## src/design/bop_pkg.sv

```systemverilog
`default_nettype none
package bop_pkg;
	localparam int ADDR_BITS   = 48;
	localparam int RR_ENTRIES  = 256;
	localparam int RR_IDX_BITS = 8;
	localparam int NUM_OFFSETS = 52;
	localparam int PTR_BITS    = 6;
	localparam int BLOCK_SHIFT = 6;
	localparam int SCORE_BITS  = 6;
	localparam int OFF_BITS    = 9;

	localparam logic [1:0] CFG_SCORE_MAX = 2'd0;
	localparam logic [1:0] CFG_ROUND_MAX = 2'd1;
	localparam logic [1:0] CFG_BAD_SCORE = 2'd2;

	typedef enum logic [2:0] {
		ST_CLEAR, ST_IDLE, ST_SEARCH, ST_UPDATE, ST_SCAN, ST_DONE
	} state_t;

	typedef struct packed {
		logic clr_step;
		logic take;
		logic srch_start;
		logic srch_step;
		logic update;
		logic scan_start;
		logic scan_step;
		logic finish;
		logic out_load;
	} cmd_t;

	typedef struct packed {
		logic clr_last;
		logic is_fill;
		logic srch_last;
		logic end_phase;
		logic scan_last;
		logic out_busy;
	} sts_t;

	function automatic logic [OFF_BITS-1:0] cand_at(input logic [PTR_BITS-1:0] i);
		logic [OFF_BITS-1:0] r;
		case (i)
			6'd0: r = 9'd1;    6'd1: r = 9'd2;    6'd2: r = 9'd3;    6'd3: r = 9'd4;
			6'd4: r = 9'd5;    6'd5: r = 9'd6;    6'd6: r = 9'd8;    6'd7: r = 9'd9;
			6'd8: r = 9'd10;   6'd9: r = 9'd12;   6'd10: r = 9'd15;  6'd11: r = 9'd16;
			6'd12: r = 9'd18;  6'd13: r = 9'd20;  6'd14: r = 9'd24;  6'd15: r = 9'd25;
			6'd16: r = 9'd27;  6'd17: r = 9'd30;  6'd18: r = 9'd32;  6'd19: r = 9'd36;
			6'd20: r = 9'd40;  6'd21: r = 9'd45;  6'd22: r = 9'd48;  6'd23: r = 9'd50;
			6'd24: r = 9'd54;  6'd25: r = 9'd60;  6'd26: r = 9'd64;  6'd27: r = 9'd72;
			6'd28: r = 9'd75;  6'd29: r = 9'd80;  6'd30: r = 9'd81;  6'd31: r = 9'd90;
			6'd32: r = 9'd96;  6'd33: r = 9'd100; 6'd34: r = 9'd108; 6'd35: r = 9'd120;
			6'd36: r = 9'd125; 6'd37: r = 9'd128; 6'd38: r = 9'd135; 6'd39: r = 9'd144;
			6'd40: r = 9'd150; 6'd41: r = 9'd160; 6'd42: r = 9'd162; 6'd43: r = 9'd180;
			6'd44: r = 9'd192; 6'd45: r = 9'd200; 6'd46: r = 9'd216; 6'd47: r = 9'd225;
			6'd48: r = 9'd240; 6'd49: r = 9'd243; 6'd50: r = 9'd250;
			default: r = 9'd256;
		endcase
		return r;
	endfunction
endpackage
`default_nettype wire

```

## src/design/bop_ctrl.sv

```systemverilog
`default_nettype none
module bop_ctrl (
	input  wire logic          clk,
	input  wire logic          arst_n,
	input  wire logic          in_valid,
	output logic               in_stall,
	input  wire bop_pkg::sts_t sts,
	output bop_pkg::cmd_t      cmd
);
	import bop_pkg::*;
	state_t state_q, state_d;

	always_ff @(posedge clk or negedge arst_n) begin
		if (!arst_n) state_q <= ST_CLEAR;
		else state_q <= state_d;
	end

	always_comb begin
		state_d = state_q;
		case (state_q)
			ST_CLEAR:  if (sts.clr_last) state_d = ST_IDLE;
			ST_IDLE:   if (in_valid) state_d = ST_SEARCH;
			ST_SEARCH: if (sts.is_fill || sts.srch_last) state_d = ST_UPDATE;
			ST_UPDATE: state_d = (!sts.is_fill && sts.end_phase) ? ST_SCAN : ST_DONE;
			ST_SCAN:   if (sts.scan_last) state_d = ST_DONE;
			ST_DONE:   if (!sts.out_busy) state_d = ST_IDLE;
			default:   state_d = ST_IDLE;
		endcase
	end

	always_comb begin
		cmd = '0;
		in_stall = 1'b1;
		case (state_q)
			ST_CLEAR: cmd.clr_step = 1'b1;
			ST_IDLE: begin
				in_stall = 1'b0;
				cmd.take = in_valid;
				cmd.srch_start = in_valid;
			end
			ST_SEARCH: cmd.srch_step = 1'b1;
			ST_UPDATE: begin
				cmd.update = 1'b1;
				cmd.scan_start = 1'b1;
			end
			ST_SCAN: begin
				cmd.scan_step = 1'b1;
				cmd.finish = sts.scan_last;
			end
			ST_DONE: cmd.out_load = !sts.out_busy;
			default: ;
		endcase
	end
endmodule
`default_nettype wire

```

## config.mk

```make
export PLATFORM = sky130hd
export DESIGN_NAME = bop_ctrl
export DESIGN_NICKNAME = d
export VERILOG_FILES = /design/src/design/bop_pkg.sv /design/src/design/bop_ctrl.sv
export SDC_FILE = /design/constraint.sdc
export NUM_CORES = 1
export LEC_CHECK = 0
export BUFFER_PORTS_ARGS = -buffer_cell sky130_fd_sc_hd__buf_2
export CAP_MARGIN = 20
export CORE_AREA = 2 2 39 41
export CTS_CLUSTER_SIZE = 14
export DETAILED_ROUTE_END_ITERATION = 10
export DIE_AREA = 0 0 41 43
export HOLD_SLACK_MARGIN = 0.02
export PLACE_DENSITY = 0.45
export REMOVE_ABC_BUFFERS = 1
export SETUP_SLACK_MARGIN = 0.15
export SYNTH_ARGS = -nofsm -noshare
export SYNTH_HDL_FRONTEND = slang
export SYNTH_SLANG_ARGS = --single-unit
export TNS_END_PERCENT = 10
```

## constraint.sdc

```tcl
create_clock -name clk -period 1.2 [get_ports clk]
set_clock_uncertainty 0.05 [all_clocks]
set_input_delay 0.18 -clock clk [delete_from_list [all_inputs] [get_ports clk]]
set_output_delay 0.18 -clock clk [all_outputs]
set_load 0.1 [all_outputs]
```

==> results of run 1 <==
[critical path: stages, from the launching register on]
cell and delay, ns:
dfrtp_2 0.42, or3b_4 0.41, inv_2 0.08, buf_12 0.17
[cells by family after synthesis]
family | Yosys count | synth area share (%)
mux | 1 | 4.598
simple gates | 13 | 35.64
flops | 3 | 34.48
buf+inv | 5 | 12.07
compound gates | 4 | 13.22
[layout make-up]
| cell class | instances | area [sq um] | area share (%) |
|---|---|---|---|
| timing repair buffer | 30 | 336.6 | 54.67 |
| sequential | 3 | 77.57 | 12.60 |
| inverter | 3 | 11.26 | 1.829 |
| tap | 16 | 20.02 | 3.252 |
| clock buffer | 4 | 26.28 | 4.268 |
| multi-input combinational | 18 | 143.9 | 23.37 |
[path summary, 6_finish.rpt]
kind                       startpoint  cells past startpoint  slack (ns)         end
min                          in_valid                      3        0.20  state_q[1]
max in group asynchronous      arst_n                      2        0.76  state_q[2]
min reg2reg                state_q[2]                      2        0.67  state_q[2]
max reg2reg                state_q[0]                      4       -0.12  state_q[0]
max                        state_q[0]                      3       -0.34      cmd[5]
min in group asynchronous      arst_n                      2        0.22  state_q[0]
[cells in the mapped netlist, drive strengths merged, types with 2 or more instances]
| cell | instances | share of area [%] |
|---|---|---|
| and2 | 2 | 5.7 |
| buf | 2 | 6.9 |
| dfrtp | 3 | 34 |
| inv | 3 | 5.2 |
| nand2 | 2 | 3.4 |
| nor2 | 2 | 3.4 |
| nor3 | 2 | 6.9 |
[per-stage QoR]
stage	worst slack, ns	setup TNS (ns)	instances	instance area, sq um	util, %
after floorplan	-2.939	-14.33	24	202.7	-
after global placement	-0.1437	-0.9850	68	538.0	38.88
after detailed placement	-0.1480	-0.9798	68	538.0	38.88
after CTS	-0.3485	-2.952	73	591.8	42.77
after global routing	-0.4150	-3.662	74	615.6	44.48
final	-0.3392	-2.788	74	615.6	44.48
[layout by cell type, fill, tap and decap left out]
cell	synthesis	layout
buf_4	2	10
and3_1	1	1
mux2i_1	1	1
clkbuf_4	0	3
dfrtp_1	3	1
dlygate4sd3_1	0	1
nor3_2	1	2
and2_1	2	1
buf_6	0	1
a31o_2	1	1
nand2_2	0	1
a221oi_1	1	1
nor2b_4	0	1
nor3b_2	0	1
or3b_4	0	1
o22ai_1	1	1
and2_4	0	1
buf_12	0	10
o21ai_1	0	1
inv_1	3	2
nor2_2	0	1
clkbuf_1	0	1
inv_2	0	1
dfrtp_2	0	2
nand2b_1	1	1
nor2_1	2	1
nand2_1	2	1
buf_2	0	8
[repair_timing]
action / 4_1_cts / 5_1_grt
gates resized for setup: 7 / 7
endpoints found under the hold margin: 3 / 0
hold buffers: 1 / 0
pin swaps: 0 / 2
buffers inserted: 0 / 1
cloned: 0 / 0
endpoints found under the setup margin: 13 / 13
[routing by layer]
layer | track usage, % | routed length (um) | vias up
met1 | 12.94 | 286 | 131
met5 | 0 | 0 | -
met4 | 10.00 | 0 | 0
met2 | 12.19 | 345 | 11
li1 | - | - | 150
met3 | 3.141 | 39 | 0
==> flow_summary_export.csv, run 1 <==
group,metric,value,unit
status,status,"complete, but fails checks",
status,violations,"setup timing",
worst_setup_path,worst_setup_path_start_kind,"flop",
clock_tree,cts_buffers,3,
global_route,first_global_vias,302,
synthesis,synthFlopType,"dfrtp_1",
clock_tree,cts_buffer_depth,2,
clock_tree,htree_num_levels,1,
final_layout,top_regs,"state_q x3",
synthesis,synth_cells,26,
worst_setup_path,crit_type,"flop to output port",
final_layout,drive_gt1_share,75.86,%
clock_tree,tritoncts,"done",
timing,fin_crit,1.539,ns
final_layout,diodes,0,
worst_setup_path,cp.required,0.97,ns
die,design.die.area,1763,sq um
global_route,antenna_found_initial,0,
global_route,overflow,0,
final_layout,regMostFlops,"state_q",
detailed_routing,drtAntennaViolNets,0,
detailed_routing,route.vias.total,292,
timing,setup_violations,11,
final_layout,largest_register_ffs,3,
detailed_routing,wire_per_inst,9.068,um
timing,grt_setup_unrepaired,"true",
timing,max_slew_margin,83.65,%
worst_setup_path,crit_path_end_kind,"output port",
global_route,grtUsageTotal,10.06,%
die,rows,14,
worst_setup_path,cp.arrival,1.31,ns
die,die_height,43,um
die,die_width,41,um
timing,slew_violations,0,
clock_tree,root_buffer,"clkbuf_4",
synthesis,yosysWarningCount,0,
timing,hold_viol,0,
synthesis,netlist_area,217.7,sq um
worst_setup_path,critical_path.max_fanout,5,
min_path,min_path_type,"primary input to flop",
job,cap_violations,0,
synthesis,ys_seq_area_share,34.48,%
synthesis,avgSynthCellArea,8.373,sq um
final_layout,syn_to_final_growth,182.8,%
clock_tree,path_clk_slew,0.04,ns
detailed_routing,routed_wl,671,um
timing,tightest_slew,0.2453,ns
clock_tree,cts_sinks,3,
global_route,grt_pass1_wl,1.152,mm
timing,fmax,649.7,MHz
synthesis,synth_edf_count,0,
placed_design,numPortBuffers,18,
timing,period_share,128.3,%
timing,worst_slack,-0.3392,ns
global_route,grt_max_degree,6,
timing,hold_ws,0.1974,ns
synthesis,async_reset_ff_share,100.0,%
detailed_routing,drc_errors,0,
placed_design,gp_congestion,0.7444,
detailed_routing,drtIter0Drc,3,
synthesis,synth_seq_cells,3,
final_layout,fillCellCount,134,
placed_design,hpwl,557.1,um
detailed_routing,first_pass_iters,3,
die,core,1384,sq um
final_layout,final_nets,68,
die,start_util,15.73,%
die,pin_count,19,
detailed_routing,viasPerCell,3.946,
synthesis,netlist-cell-type-count,18,
clock_tree,clock_latency,0.23,ns
Power of run 1 is not shown: default switching activity piles up to over one toggle a cycle in this logic, so the estimate is an artifact.
==> run 2, diff against run 1 <==
Settings changed: ABC_AREA set to 1, PLACE_DENSITY 0.45 to 0.53.
==> flow_summary_export.csv, run 2 <==
group,metric,value,unit
status,status,"complete, but fails checks",
status,violations,"setup timing",
timing,worst_slack,-0.3011,ns
clock_tree,cts_sinks,3,
timing,setup_violations,13,
die,design.die.area,1763,sq um
timing,fmax,666.2,MHz
synthesis,synth_seq_cells,3,
worst_setup_path,cp.required,0.97,ns
timing,fin_crit,1.501,ns
timing,max_slew_margin,88.94,%
global_route,first_global_vias,417,
timing,period_share,125.1,%
clock_tree,path_clk_slew,0.04,ns
synthesis,avgSynthCellArea,6.384,sq um
detailed_routing,wire_per_inst,8.920,um
worst_setup_path,cp.arrival,1.27,ns
die,die_height,43,um
global_route,overflow,0,
min_path,min_path_type,"primary input to async pin",
final_layout,top_regs,"state_q x3",
synthesis,synth_top_cells_by_area,"dfrtp_1 (24%), nand2_1 (19%), nand3_2 (9.6%)",
clock_tree,clock_latency,0.24,ns
synthesis,async_reset_ff_share,100.0,%
detailed_routing,drc_errors,0,
final_layout,largest_register_ffs,3,
synthesis,ys_seq_area_share,24.00,%
global_route,grtUsageTotal,12.47,%
final_layout,final_nets,94,
synthesis,netlist_area,312.8,sq um
global_route,grt_max_degree,7,
die,start_util,22.60,%
synthesis,synth_top_cells_by_count,"nand2_1 (16), inv_1 (8)",
final_layout,syn_to_final_growth,128.0,%
clock_tree,cts_buffer_depth,2,
worst_setup_path,worst_setup_path_start_kind,"flop",
synthesis,synthFlopType,"dfrtp_1",
die,pin_count,19,
detailed_routing,drtIter0Drc,10,
final_layout,mostFrequentLayoutCells,"buf_4 (15), nand2_1 (14), buf_12 (10)",
placed_design,place_area,634.4,sq um
synthesis,synth_edf_count,0,
job,cap_violations,0,
placed_design,numPortBuffers,18,
synthesis,yosysMostFrequentCell,"nand2_1",
die,die_width,41,um
final_layout,drive_gt1_share,64.29,%
synthesis,synth_top_area_share,24.00,%
timing,slew_violations,0,
clock_tree,htree_num_levels,1,
clock_tree,root_buffer,"clkbuf_4",
timing,hold_viol,0,
detailed_routing,drtAntennaViolNets,0,
die,core,1384,sq um
clock_tree,tritoncts,"done",
worst_setup_path,critical_path.max_fanout,6,
placed_design,gp_congestion,0.8080,
synthesis,yosysWarningCount,0,
detailed_routing,first_pass_iters,4,
worst_setup_path,crit_path_end_kind,"output port",
detailed_routing,routed_wl,892,um
detailed_routing,route.vias.total,429,
synthesis,synth_cells,49,
timing,tns,-3.072,ns
clock_tree,cts_buffers,3,
final_layout,regMostFlops,"state_q",
timing,tightest_slew,0.1659,ns
synthesis,yosys.area.top_type,"dfrtp_1",
timing,grt_setup_unrepaired,"true",
final_layout,seqCellArea,77.57,sq um
synthesis,netlist-cell-type-count,16,
detailed_routing,viasPerCell,4.290,
final_layout,final_area,713.2,sq um
final_layout,fillCellCount,129,
placed_design,hpwl,707.6,um
final_layout,diodes,0,
die,rows,14,
global_route,antenna_found_initial,0,
global_route,grt_pass1_wl,1.559,mm
worst_setup_path,crit_type,"flop to output port",
final_layout,multi_input_area,188.9,sq um
final_layout,final_common_cell,"buf_4",
run 2: cell types whose count changed after synthesis, sizes merged, moves of 4 or more:
| cell | delta |
|---|---|
| inv | +7 |
| nand3 | +4 |
| nand2 | +14 |
| nor2 | +5 |
run 2: final timing paths:
kind,from,endpoint,slack [ns],depth (start not counted)
min in group clk,sts[3],state_q[1],0.27,5
hold / removal,arst_n,state_q[0],0.22,2
setup reg to reg,state_q[2],state_q[1],-0.17,8
hold reg to reg,state_q[1],state_q[2],0.71,5
max in group asynchronous,arst_n,state_q[2],0.77,2
setup / recovery,state_q[2],cmd[7],-0.30,5
run 2: stage by stage:
stage	worst slack (ns)	instances	util [%]	hold WS (ns)
floorplan	-2.929	46	-	-0.1656
global placement	-0.09391	92	45.84	-0.07437
detailed placement	-0.1299	92	45.84	-0.07467
CTS	-0.3057	100	51.54	0.2227
global route	-0.3492	100	51.54	0.2332
finish	-0.3011	100	51.54	0.2170
run 2: area by class of cell:
type / count / area share (%)
Clock buffer: 4 / 3.684
Inverter: 10 / 5.263
Multi-Input combinational cell: 33 / 26.49
Sequential cell: 3 / 10.88
Tap cell: 16 / 2.807
Timing Repair Buffer: 34 / 50.88
run 2: worst max-delay path: stages (launching register included):
cell and delay [ns]:
dfrtp_2 0.45, nor2_4 0.13, nand2_2 0.05, nor2_1 0.08, buf_4 0.14, buf_12 0.17
run 2: layer usage:
layer  global-route usage (%)  routed length (um)  up-vias
met1                    14.24                 319      201
met5                        0                   0        -
met4                    4.000                  11        0
met3                    1.571                  40        2
met2                    22.19                 520       11
li1                         -                   -      215
run 2: cell families after synthesis:
group	Yosys count	synth area share [%]
AO/OA/AOI/OAI	1	1.598
buffers and inverters	13	21.20
flip-flops	3	24.00
AND/OR/NAND/NOR	32	53.20
run 2: repair_timing:
item / in CTS / in global routing
pin swaps: 1 / 0
cloned: 0 / 0
endpoints found under the setup margin: 13 / 13
endpoints found under the hold margin: 3 / 0
gates resized for setup: 10 / 0
buffers inserted: 3 / 0
hold buffers: 1 / 0
Power of run 2 is left out for the same reason.
